[src/design/mre_pkg.sv]
// Shared types and constants for the multi-reader event ring.
// No dependencies; every other file of the block imports this package.
`timescale 1ns / 1ps
package mre_pkg;

    localparam int PARTS   = 4;
    localparam int SUBS    = 8;
    localparam int MAX_CAP = 256;
    localparam int CAP_W   = 9;
    localparam int SLOT_W  = 8;
    localparam int PART_W  = 2;
    localparam int SUB_W   = 3;
    localparam int TYPE_W  = 8;
    localparam int DATA_W  = 32;
    localparam int ID_W    = 32;
    localparam int CFG_IDX_W  = 3;
    localparam int CFG_DATA_W = 9;

    localparam logic [1:0] CMD_PUBLISH   = 2'd0;
    localparam logic [1:0] CMD_SUBSCRIBE = 2'd1;
    localparam logic [1:0] CMD_CONSUME   = 2'd2;
    localparam logic [1:0] CMD_REWIND    = 2'd3;

    localparam logic [3:0] ST_OK          = 4'd0;
    localparam logic [3:0] ST_NO_PART     = 4'd1;
    localparam logic [3:0] ST_NO_SUB      = 4'd2;
    localparam logic [3:0] ST_NOT_SUBSCR  = 4'd3;
    localparam logic [3:0] ST_BAD_STEPS   = 4'd4;
    localparam logic [3:0] ST_NEG_TARGET  = 4'd5;
    localparam logic [3:0] ST_OVERWRITTEN = 4'd6;
    localparam logic [3:0] ST_NO_MATCH    = 4'd7;
    localparam logic [3:0] ST_IDS_DONE    = 4'd8;

    localparam logic [CFG_IDX_W-1:0] CFG_PART_EN = 3'd0;
    localparam logic [CFG_IDX_W-1:0] CFG_SUB_EN  = 3'd1;
    localparam logic [CFG_IDX_W-1:0] CFG_CAP0    = 3'd2;
    localparam logic [CFG_IDX_W-1:0] CFG_CAP1    = 3'd3;
    localparam logic [CFG_IDX_W-1:0] CFG_CAP2    = 3'd4;
    localparam logic [CFG_IDX_W-1:0] CFG_CAP3    = 3'd5;

    typedef struct packed {
        logic [1:0]        command;
        logic [PART_W-1:0] partition_index;
        logic [SUB_W-1:0]  subscriber_index;
        logic [TYPE_W-1:0] event_kind;
        logic              match_any;
        logic [DATA_W-1:0] payload_in;
        logic [15:0]       rewind_steps;
    } request_t;

    typedef struct packed {
        logic [3:0]        status;
        logic [ID_W-1:0]   event_id;
        logic [TYPE_W-1:0] event_kind_out;
        logic [DATA_W-1:0] payload_out;
        logic              overrun;
        logic [ID_W-1:0]   read_pointer;
    } result_t;

    // A request after the front end has checked partition and subscriber.
    typedef struct packed {
        request_t   req;
        logic       err;
        logic [3:0] err_code;
    } op_t;

    typedef logic [PARTS-1:0][CAP_W-1:0] cap_vec_t;

endpackage

[src/design/mre_outq.sv]
// Two-entry result queue between the back end and the result ports.
// Uses mre_pkg for the result type.
`timescale 1ns / 1ps
module mre_outq (
    input  logic             clk,
    input  logic             rst_n,
    input  logic             res_push,
    input  mre_pkg::result_t res_in,
    output logic             res_full,
    output logic             empty,
    input  logic             pop,
    output mre_pkg::result_t result
);
    import mre_pkg::*;

    result_t    q_mem [2];
    logic       wr_reg;
    logic       rd_reg;
    logic [1:0] cnt_reg;
    logic       do_push;
    logic       do_pop;

    assign res_full = (cnt_reg == 2'd2);
    assign empty    = (cnt_reg == 2'd0);
    assign result   = q_mem[rd_reg];
    assign do_push  = res_push && !res_full;
    assign do_pop   = pop && !empty;

    always_ff @(posedge clk)
    begin
        if (do_push)
        begin
            q_mem[wr_reg] <= res_in;
        end
    end

    always_ff @(posedge clk or negedge rst_n)
    begin
        if (!rst_n)
        begin
            wr_reg  <= 1'b0;
            rd_reg  <= 1'b0;
            cnt_reg <= 2'd0;
        end
        else
        begin
            if (do_push)
            begin
                wr_reg <= ~wr_reg;
            end
            if (do_pop)
            begin
                rd_reg <= ~rd_reg;
            end
            cnt_reg <= cnt_reg + {1'b0, do_push} - {1'b0, do_pop};
        end
    end

endmodule

[config.mk]
export PLATFORM = sky130hd
export DESIGN_NAME = mre_outq
export DESIGN_NICKNAME = d
export VERILOG_FILES = /design/src/design/mre_pkg.sv /design/src/design/mre_outq.sv
export SDC_FILE = /design/constraint.sdc
export NUM_CORES = 1
export LEC_CHECK = 0
export BUFFER_PORTS_ARGS = -buffer_cell sky130_fd_sc_hd__buf_2
export CORE_ASPECT_RATIO = 0.8
export CORE_MARGIN = 5
export CORE_UTILIZATION = 55
export CTS_BUF_LIST = sky130_fd_sc_hd__clkbuf_4 sky130_fd_sc_hd__clkbuf_8
export CTS_CLUSTER_DIAMETER = 150
export DETAILED_ROUTE_END_ITERATION = 8
export GPL_TIMING_DRIVEN = 0
export PLACE_DENSITY = 0.87
export SYNTH_ARGS = -nofsm -noshare
export SYNTH_HDL_FRONTEND = slang
export SYNTH_SLANG_ARGS = --single-unit
[constraint.sdc]
create_clock -name clk -period 13.1 [get_ports clk]
set_input_delay 1.31 -clock clk [delete_from_list [all_inputs] [get_ports clk]]
set_output_delay 1.31 -clock clk [all_outputs]
set_load 0.01 [all_outputs]
==> run metrics <==
max cap viols=0; worst setup margin=a little over 10 ns; RSZ-0062 raised after global routing=false; clock latency on the worst-skew pair=0.48 ns; DR iter-0 viols=107; most used cell, CP=buf_6; global-route wire length before repair=24,200 µm; Die Ht=119 µm; worst endpoint required time=roughly 12 ns; routed vias=between 4,000 and 5,000; Seq cells post-synth=222; Worst Hold Class=reg -> reg; Async SR Flop Fraction=0.0180; Fmax=0.332 GHz; clock transition at the registers of the reported paths=0.05 ns; clk buf depth=3; most common flop cell mapped by yosys=edfxtp_1; Placer Congestion=between 0.7 and 0.8; Die ar.=17,300 µm²; syn_area_per_cell=roughly 23 µm²; Port Buf Inserts=223; DRC=0; fin nets=736; pre-CTS setup slack=about 10 ns; Final setup viols=0; Syn Nets=roughly 470; crit path DAT=roughly 1.7 ns; critical path, cell by cell=buf_6 -> buf_6 -> mux2_2 -> buf_2; initial antenna violation count=0; Starting Density=0.565; Min Hold Slack=0.513 ns; Leak=0.00387 µW; slowest stage delay, CP=0.35 ns; Synth cell types=14; Max rail drop VDD=0.000148 V; vias in the first global route=4,574; fraction of layout cells with a size suffix above 1=0.621; clock skew=0.0125 ns; Gate Count Post-Synth=357; total negative setup slack=0 ns; critical path start-end classification=reg -> out; H-tree Lvls=2; Hold Buf Count CTS=0; mean routed wirelength per cell=roughly 19 µm; drt pass-1 iters=4; Final min period=about 3.0 ns; period utilization=0.230; Warnings, synthesis=0; Rows=39; crit path max fanout=10; I/O pin cnt=224; setup bufs post-CTS=0; type of origin of the critical path=flop; vias per std cell=5.08; CP endpoint kind=primary output; Total GRT Usage=0.176; clock tree sinks=about 220; Non-Filler Cell Area, Final=10,200 µm²; Ant. Diodes=0; post_cts resized=0; area share of the largest cell type after synthesis=0.808; endpoints failing hold=0; Worst path slowest cell=dfrtp_1; Remaining Overflow, GRT=0; max reg flops=about 220; placed instance area=between 9000 and 10,000 µm²; core area=14,300 µm²; most common cell in the netlist=edfxtp_1; Post-Syn Area=just over 8000 µm²; Worst-Margin Slew=0.757 ns; CTS tree=built; Die X=146 µm; post-route ant nets=0; dpl hpwl=between 10,000 and 15,000 µm; Slew headroom=0.494; Detailed Route WL=15,700 µm; PwrDens=between 200 and 250 nW/µm²; clk root buf=clkbuf_8; commonest cells in the netlist=edfxtp_1, mux2_2, buf_6; largest net degree at the start of global routing=61; largest cells by area after synthesis=edfxtp_1, mux2_2, buf_6; sequential area share after synthesis=0.821; Post-synth EDFFs=between 200 and 250; run status=finished, final reports clean; total power draw=2240 µW; Slew Viols, Final=0; Synth area leader=edfxtp_1; total CTS buffers=35; Layout Area Growth over Synthesis=25.4%
[power by group]
group          switching (µW)  internal (µW)  leakage [µW]
logic                     376            333       0.00147
clock network             235            285      0.000325
registers                38.3            971       0.00207
total                     650           1590       0.00387
[through the flow]
stage	cells	utilization
6_report	823	0.708
5_1_grt	823	0.708
4_1_cts	823	0.708
3_5_place_dp	768	0.665
3_3_place_gp	764	0.658
2_1_floorplan	357	-
[cells by family after synthesis]
family | share of synthesized area
fa+ha+maj | 0.00309
simple gates | 0.00371
flops | 0.821
buf+inv | 0.0168
xor+xnor | 0.00433
mux | 0.152
[per-layer routing]
metal | routed length (µm) | up-vias | part of all wire | GRT usage
met5 | 0 | - | 0 | 0
li1 | - | 1949 | - | -
met4 | 237 | 0 | 0.015 | 0.0501
met3 | 1250 | 28 | 0.079 | 0.0543
met2 | 7850 | 170 | 0.50 | 0.297
met1 | 6390 | 2036 | 0.41 | 0.223
[worst max-delay path: cells and delay by family (launching register included)]
| kind | cells | cell delay, ns |
|---|---|---|
| buf+inv | 3 | 0.52 |
| flops | 1 | 0.35 |
| mux | 1 | 0.35 |
[path summary, 6_finish.rpt]
| check | end | start | slack, ns | depth (start not counted) |
|---|---|---|---|---|
| setup / recovery | result[16] | rd_reg | 10.09 | 4 |
| hold / removal | cnt_reg[1] | cnt_reg[1] | 0.51 | 1 |
| setup reg to reg | q_mem[0][25] | cnt_reg[1] | 10.92 | 5 |
| hold reg to reg | cnt_reg[1] | cnt_reg[1] | 0.51 | 1 |
| max in group asynchronous | cnt_reg[1] | rst_n | 12.34 | 1 |
| min in group asynchronous | wr_reg | rst_n | 0.63 | 1 |
[placed cells by master (no fill, tap or decap)]
cell        n
clkinv_1    8
ha_1        2
xnor2_1     3
xor2_1      1
nor2_4      1
clkbuf_8   37
dfrtp_1     4
mux2_2    109
nand2_1     1
buf_6      11
nor2b_1     1
buf_16      1
buf_2     224
clkbuf_4   10
nand2b_1    1
and3_4      1
inv_1       2
buf_12      3
edfxtp_1  218
nor2_1      1
[area by class of cell]
class | instances | area, µm²
multi-input cells | 121 | 1330
repair buffers | 227 | 1200
flip-flops and latches | 222 | 6650
well taps | 184 | 230
clock buffers | 47 | 584
clock inverters | 8 | 30.0
inverters | 2 | 7.51
plain buffers | 12 | 129
fillers | 875 | 4190
Power figures use the tool's default switching activity.
