[config.mk]
export PLATFORM = sky130hd
export DESIGN_NAME = mre_front
export DESIGN_NICKNAME = d
export VERILOG_FILES = /design/src/design/mre_pkg.sv /design/src/design/mre_front.sv
export SDC_FILE = /design/constraint.sdc
export NUM_CORES = 1
export LEC_CHECK = 0
export BUFFER_PORTS_ARGS = -buffer_cell sky130_fd_sc_hd__buf_2
export CAP_MARGIN = 0
export CORE_MARGIN = 4
export CORE_UTILIZATION = 40
export CTS_CLUSTER_DIAMETER = 100
export DETAILED_ROUTE_END_ITERATION = 6
export GPL_TIMING_DRIVEN = 1
export MAX_ROUTING_LAYER = met4
export SLEW_MARGIN = 20
export SYNTH_ARGS = -nofsm -noshare
export SYNTH_HDL_FRONTEND = slang
export SYNTH_SLANG_ARGS = --single-unit
[constraint.sdc]
create_clock -name clk -period 7.35 [get_ports clk]
set_clock_uncertainty 0.05 [all_clocks]
set_input_delay 0.735 -clock clk [delete_from_list [all_inputs] [get_ports clk]]
set_output_delay 0.735 -clock clk [all_outputs]
set_load 0.02 [all_outputs]
[src/design/mre_pkg.sv]
// Shared types and constants for the multi-reader event ring.
// No dependencies; every other file of the block imports this package.
`timescale 1ns / 1ps
package mre_pkg;

    localparam int PARTS   = 4;
    localparam int SUBS    = 8;
    localparam int MAX_CAP = 256;
    localparam int CAP_W   = 9;
    localparam int SLOT_W  = 8;
    localparam int PART_W  = 2;
    localparam int SUB_W   = 3;
    localparam int TYPE_W  = 8;
    localparam int DATA_W  = 32;
    localparam int ID_W    = 32;
    localparam int CFG_IDX_W  = 3;
    localparam int CFG_DATA_W = 9;

    localparam logic [1:0] CMD_PUBLISH   = 2'd0;
    localparam logic [1:0] CMD_SUBSCRIBE = 2'd1;
    localparam logic [1:0] CMD_CONSUME   = 2'd2;
    localparam logic [1:0] CMD_REWIND    = 2'd3;

    localparam logic [3:0] ST_OK          = 4'd0;
    localparam logic [3:0] ST_NO_PART     = 4'd1;
    localparam logic [3:0] ST_NO_SUB      = 4'd2;
    localparam logic [3:0] ST_NOT_SUBSCR  = 4'd3;
    localparam logic [3:0] ST_BAD_STEPS   = 4'd4;
    localparam logic [3:0] ST_NEG_TARGET  = 4'd5;
    localparam logic [3:0] ST_OVERWRITTEN = 4'd6;
    localparam logic [3:0] ST_NO_MATCH    = 4'd7;
    localparam logic [3:0] ST_IDS_DONE    = 4'd8;

    localparam logic [CFG_IDX_W-1:0] CFG_PART_EN = 3'd0;
    localparam logic [CFG_IDX_W-1:0] CFG_SUB_EN  = 3'd1;
    localparam logic [CFG_IDX_W-1:0] CFG_CAP0    = 3'd2;
    localparam logic [CFG_IDX_W-1:0] CFG_CAP1    = 3'd3;
    localparam logic [CFG_IDX_W-1:0] CFG_CAP2    = 3'd4;
    localparam logic [CFG_IDX_W-1:0] CFG_CAP3    = 3'd5;

    typedef struct packed {
        logic [1:0]        command;
        logic [PART_W-1:0] partition_index;
        logic [SUB_W-1:0]  subscriber_index;
        logic [TYPE_W-1:0] event_kind;
        logic              match_any;
        logic [DATA_W-1:0] payload_in;
        logic [15:0]       rewind_steps;
    } request_t;

    typedef struct packed {
        logic [3:0]        status;
        logic [ID_W-1:0]   event_id;
        logic [TYPE_W-1:0] event_kind_out;
        logic [DATA_W-1:0] payload_out;
        logic              overrun;
        logic [ID_W-1:0]   read_pointer;
    } result_t;

    // A request after the front end has checked partition and subscriber.
    typedef struct packed {
        request_t   req;
        logic       err;
        logic [3:0] err_code;
    } op_t;

    typedef logic [PARTS-1:0][CAP_W-1:0] cap_vec_t;

endpackage

[src/design/mre_front.sv]
// Front end: accepts requests, checks partition and subscriber enables,
// and queues the classified operations for the back end. Uses mre_pkg.
`timescale 1ns / 1ps
module mre_front (
    input  logic                       clk,
    input  logic                       rst_n,
    input  logic                       push,
    output logic                       full,
    input  mre_pkg::request_t          request,
    input  logic [mre_pkg::PARTS-1:0]  part_en,
    input  logic [mre_pkg::SUBS-1:0]   sub_en,
    output mre_pkg::op_t               op,
    output logic                       op_valid,
    input  logic                       op_pop
);
    import mre_pkg::*;

    op_t        q_mem [2];
    logic       wr_reg;
    logic       rd_reg;
    logic [1:0] cnt_reg;
    op_t        cls;
    logic       do_push;
    logic       do_pop;

    always_comb
    begin
        cls.req      = request;
        cls.err      = 1'b0;
        cls.err_code = ST_OK;
        if (!part_en[request.partition_index])
        begin
            cls.err      = 1'b1;
            cls.err_code = ST_NO_PART;
        end
        else if (request.command != CMD_PUBLISH && !sub_en[request.subscriber_index])
        begin
            cls.err      = 1'b1;
            cls.err_code = ST_NO_SUB;
        end
    end

    assign full     = (cnt_reg == 2'd2);
    assign op_valid = (cnt_reg != 2'd0);
    assign op       = q_mem[rd_reg];
    assign do_push  = push && !full;
    assign do_pop   = op_pop && op_valid;

    always_ff @(posedge clk)
    begin
        if (do_push)
        begin
            q_mem[wr_reg] <= cls;
        end
    end

    always_ff @(posedge clk or negedge rst_n)
    begin
        if (!rst_n)
        begin
            wr_reg  <= 1'b0;
            rd_reg  <= 1'b0;
            cnt_reg <= 2'd0;
        end
        else
        begin
            if (do_push)
            begin
                wr_reg <= ~wr_reg;
            end
            if (do_pop)
            begin
                rd_reg <= ~rd_reg;
            end
            cnt_reg <= cnt_reg + {1'b0, do_push} - {1'b0, do_pop};
        end
    end

endmodule

==> results of run 1 <==
==> cell usage in the layout, fill, tap and decap left out, types with 2 or more instances in the layout <==
cell	count
conb_1	2
buf_2	148
mux2_2	71
inv_1	2
clkinv_2	5
clkbuf_1	2
ha_1	2
dfrtp_1	3
xnor2_1	3
edfxtp_1	134
clkinv_1	3
mux2i_1	2
clkbuf_16	17
==> per-layer routing <==
metal | track usage | part of all wire
met1 | 0.1428 | 0.40
met2 | 0.2111 | 0.52
met3 | 0.04503 | 0.066
met4 | 0.06513 | 0.020
met5 | - | 0
==> worst paths after layout <==
check / endpoint / depth (start not counted) / from
setup reg to reg: q_mem[0][7]$_DFFE_PP_ / 5 / cnt_reg[1]$_DFF_PN0_
hold / removal: cnt_reg[1]$_DFF_PN0_ / 1 / rst_n
setup / recovery: op[17] / 2 / rd_reg$_DFFE_PN0P_
hold reg to reg: cnt_reg[1]$_DFF_PN0_ / 1 / cnt_reg[1]$_DFF_PN0_
max in group asynchronous: rd_reg$_DFFE_PN0P_ / 1 / rst_n
min in group clk: q_mem[0][54]$_DFFE_PP_ / 1 / request[49]
==> power by group through the flow <==
stage / Combinational (mW) / Sequential [mW] / Clock [mW]
global placement: 0.808 / 1.21 / 0
detailed placement: 0.808 / 1.21 / 0
finish: 0.800 / 1.19 / 0.740
CTS: 0.813 / 1.20 / 0.758
floorplan: 0.618 / 1.13 / 0
global route: 0.862 / 1.21 / 0.798
==> metrics by stage <==
stage	utilization	total power, mW	hold slack [ns]
2_1_floorplan	-	1.752	0.3894
3_3_place_gp	0.4823	2.015	0.4251
3_5_place_dp	0.4823	2.022	0.4568
4_1_cts	0.5231	2.771	0.05796
5_1_grt	0.5247	2.875	0.06727
6_report	0.5247	2.732	0.07425
==> final cells by class <==
class	count	area (um^2)	share of cell area
timing repair buffer	150	768.2	0.1160
clock inverter	11	82.58	0.01247
tap	172	215.2	0.03250
clock buffer	19	432.9	0.06538
multi-input combinational	92	987.2	0.1491
inverter	2	7.507	0.001134
sequential	138	4128	0.6234
==> worst max-delay path: cells and delay by family (launching register included) <==
kind	cells	cell delay (ns)
buf+inv	1	0.16
mux	1	0.43
flops	1	1.02
==> cells by family (layout without fill, tap and decap cells) <==
| logic type | Yosys count | count (layout) | synth area share |
|---|---|---|---|
| AO/OA/AOI/OAI | 1 | 1 | 0.001457 |
| XOR/XNOR | 4 | 4 | 0.006796 |
| adder cells (fa/ha/maj) | 2 | 2 | 0.004852 |
| buffers and inverters | 12 | 182 | 0.01189 |
| flip-flops | 138 | 138 | 0.7998 |
| multiplexers | 75 | 75 | 0.1655 |
| other | 1 | 2 | 0.0007273 |
| AND/OR/NAND/NOR | 8 | 8 | 0.008981 |
==> reports/metrics.yaml, run 1 <==
ys.flop_type: "edfxtp_1"
p_int_mw: 1.872
crit_slowest_cell: "dfrtp_4"
wl_per_cell_um: 15.65
fin_ws_ns: 4.479
hold_path.class: "input pin to asynchronous set/reset pin"
cts_buffer_depth: 2
p_leak_nw: 2.511
rows: 41
die_w_um: 121.5
vias: 2654
netlist.area_leader.share: 0.7804
synth_common_cells: "edfxtp_1 (134), mux2_2 (71), buf_2 (7)"
synth.largest_area_cell: "edfxtp_1"
setup_violations: 0
outcome: "finished clean"
pwr-share-comb: 0.293
fmax_ghz: 0.3483
fin_crit_ns: 2.871
place_area_um2: 6086
initial_utilization: 0.4086
drive_gt1_frac: 0.6117
io_pins: 151
synth_cell_types: 22
initialDrtViolationCount: 125
synth.ff_latch_count: 138
wl_mm: 9.142
netSwitchingFraction: 0.3148
synth_area_um2: 5156
cp-end-kind: "output port"
root_buffer: "clkbuf_16"
switchingPower_mw: 0.8601
pre_cts_slack_ns: 4.488
dr.pass1.iters: 4
antenna_found_initial: 0
arrival_ns: 2.09
synth_edf_count: 134
drc: 0
clkTransAtPathRegs_ns: 0.05
final_max_slew_viol_count: 0
finalSetupTns_ns: 0
port_buffers: 148
finalCritPeriodShare: 0.3906
p_per_area_nw_per_um2: 412.6
htree_levels: 4
crit_chain: "mux2_2 -> buf_2"
gp_congestion: 0.6912
syn-instance-count: 241
design_area_um2: 6621
yosysWarnings: 0
area_growth_pct: 28.42
rsz0062_at_grt: "no"
power_frac_clock: 0.271
cap_violations: 0
post-dp-hpwl_mm: 5.765
antenna_left: 0
cts_sinks: 138
fillers: 1068
worstPathRequired_ns: 6.57
grt_overflow: 0
critPathMaxFanout: 68
largest_reg_flops: 134
hold_buffers: 0
post_cts.repair.setup_buffers: 0
dieHeight_um: 121.5
hold_violations: 0
cp-start-kind: "flop"
synth_area_leaders: "edfxtp_1 (78%), mux2_2 (16%), dfrtp_1 (1.9%), buf_2 (0.68%), xnor2_1 (0.51%)"
syn_area_per_cell_um2: 21.40
clock_latency_ns: 0.41
dieArea_um2: 14770
final_cell_count_no_fill: 584
tritoncts: "done"
grt_max_degree: 69
worst_pin_slew_ns: 0.9456
max-vdd-ir-drop_mv: 0.2008
grt_pass1_vias: 2774
coreArea_um2: 12620
relSlewSlack: 0.3696
grt_pass1_wl_mm: 13.72
diodes: 0
vias_per_cell: 4.545
grt.total_usage: 0.1300
async_flop_share: 0.02899
rrSetupSlack_ns: 5.22
slowest_delay_ns: 1.02
placedCellCount: 553
seq_power_share: 0.436
critPathKind: "flop to output port"
fin_nets: 483
synth_seq_area_share: 0.7998
yosysMostFrequentCell: "edfxtp_1"
numCtsBuffers: 17
ctsResizeCount: 0
(Power assumes the default switching activity.)
==> run 2, diff against run 1 <==
- PLACE_DENSITY: default -> 0.67
- clock period: 7.35 -> 2.6 ns (I/O delays scaled with it)
==> run 2 against run 1 <==
Compared with the run above:
- sequential power rose to 2.7 times the previous value
- via count is 12% higher
- critical path type unchanged
- sequential share of layout area is 5.8 points lower
- combinational power increased to 3.2 times the previous value
- register-to-register slack got worse by 4.4 ns
- largest cell class unchanged
- design area up 10%
==> reports/metrics.yaml, run 2 (same netlist as run 1, synthesis figures left out) <==
clkTransAtPathRegs_ns: 0.05
hold_violations: 0
coreArea_um2: 12620
cp-end-kind: "output port"
area_growth_pct: 41.40
drive_gt1_frac: 0.5333
wl_per_cell_um: 15.60
fmax_ghz: 0.4873
post-dp-hpwl_mm: 6.316
cts_sinks: 138
cap_violations: 0
fin_crit_ns: 2.052
tritoncts: "done"
clock_latency_ns: 0.41
critPathKind: "flop to output port"
io_pins: 151
final_max_slew_viol_count: 0
outcome: "finished clean"
largest_reg_flops: 134
p_per_area_nw_per_um2: 1082
rsz0062_at_grt: "no"
worstPathRequired_ns: 2.29
finalSetupTns_ns: 0
final_cell_mix: "buf_2 (148), edfxtp_1 (134), mux2_2 (71)"
gp_congestion: 0.7134
wl_mm: 10.19
drc: 0
initial_utilization: 0.4086
finalCritPeriodShare: 0.7893
grt_max_degree: 49
grt_pass1_wl_mm: 15.74
dieArea_um2: 14770
setup_violations: 0
dr.pass1.iters: 4
port_buffers: 148
max-vdd-ir-drop_mv: 0.5694
hold_path.class: "input pin to flop"
slowest_delay_ns: 0.40
cp-start-kind: "flop"
crit_slowest_cell: "buf_4"
numCtsBuffers: 17
final_common_cell: "buf_2"
antenna_found_initial: 1
vias_per_cell: 4.539
die_w_um: 121.5
grt_overflow: 0
htree_levels: 4
power.total_mw: 7.892
critPathMaxFanout: 35
dieHeight_um: 121.5
antenna_left: 0
grt.total_usage: 0.1469
rows: 41
initialDrtViolationCount: 167
arrival_ns: 1.74
p_leak_nw: 2.791
cts_buffer_depth: 2
fillers: 979
fin_nets: 549
post_cts.repair.setup_buffers: 0
crit_chain: "buf_4 -> mux2_2 -> buf_2"
grt_pass1_vias: 3232
root_buffer: "clkbuf_16"
vias: 2964
## run 2: changes by cell type in the layout (fill, tap and decap cells not counted), sizes merged
cell         before  now
buf             150  154
clkbuf           19   22
clkinv            9    7
clkinvlp          1    2
diode             0    1
dlygate4sd3       0   62
## run 2: through the flow
step / util / worst slack (ns) / std cells / hold slack [ns] / cell area [um^2]
2_1_floorplan: - / 0.004034 / 242 / -0.08559 / 5167
3_3_place_gp: 0.4870 / 0.8309 / 558 / 0.02161 / 6146
3_5_place_dp: 0.4870 / 0.7746 / 558 / 0.02545 / 6146
4_1_cts: 0.5775 / 0.5033 / 652 / 0.005163 / 7288
5_1_grt: 0.5777 / 0.4533 / 653 / 0.01930 / 7291
6_report: 0.5777 / 0.5477 / 653 / 0.03045 / 7291
## run 2: final timing paths
check | startpoint | endpoint | slack, ns | depth (start not counted)
min in group asynchronous | rst_n | wr_reg$_DFFE_PN0N_ | 0.14 | 2
setup reg to reg | cnt_reg[1]$_DFF_PN0_ | cnt_reg[1]$_DFF_PN0_ | 0.77 | 7
setup / recovery | rd_reg$_DFFE_PN0P_ | op[43] | 0.55 | 3
hold reg to reg | cnt_reg[1]$_DFF_PN0_ | cnt_reg[1]$_DFF_PN0_ | 0.46 | 1
max in group asynchronous | rst_n | rd_reg$_DFFE_PN0P_ | 2.22 | 2
hold / removal | request[57] | q_mem[0][62]$_DFFE_PP_ | 0.03 | 1
## run 2: critical path, delay by kind of cell, from the launching register on
family	cells	cell delay (ns)
flip-flops	1	0.35
buffers and inverters	2	0.56
multiplexers	1	0.40
## run 2: area by class of cell
cell class                 instances  area [um^2]  share of cell area
sequential                       138         4125              0.5658
timing repair buffer             216         1431              0.1963
multi-input combinational         92        987.2              0.1354
clock buffer                      22        444.2             0.06092
tap                              172        215.2             0.02952
clock inverter                    10        77.57             0.01064
inverter                           2        7.507            0.001030
antenna                            1        2.502           0.0003432
## run 2: metal layers
layer,global-route usage,wire length (um),up-vias
met3,0.05803,679,15
met5,-,0,-
met2,0.2477,5181,111
met4,0.05042,146,0
li1,-,-,1397
met1,0.1587,4179,1441
## run 2: what timing repair did
action                                 4_1_cts  5_1_grt
endpoints found under the hold margin      126        0
hold buffers                                62        0
resized for setup                            0        0
## run 2: where the power goes
part	internal [mW]	switching (mW)
logic	1.06	1.54
clock network	1.30	0.831
registers	3.05	0.115
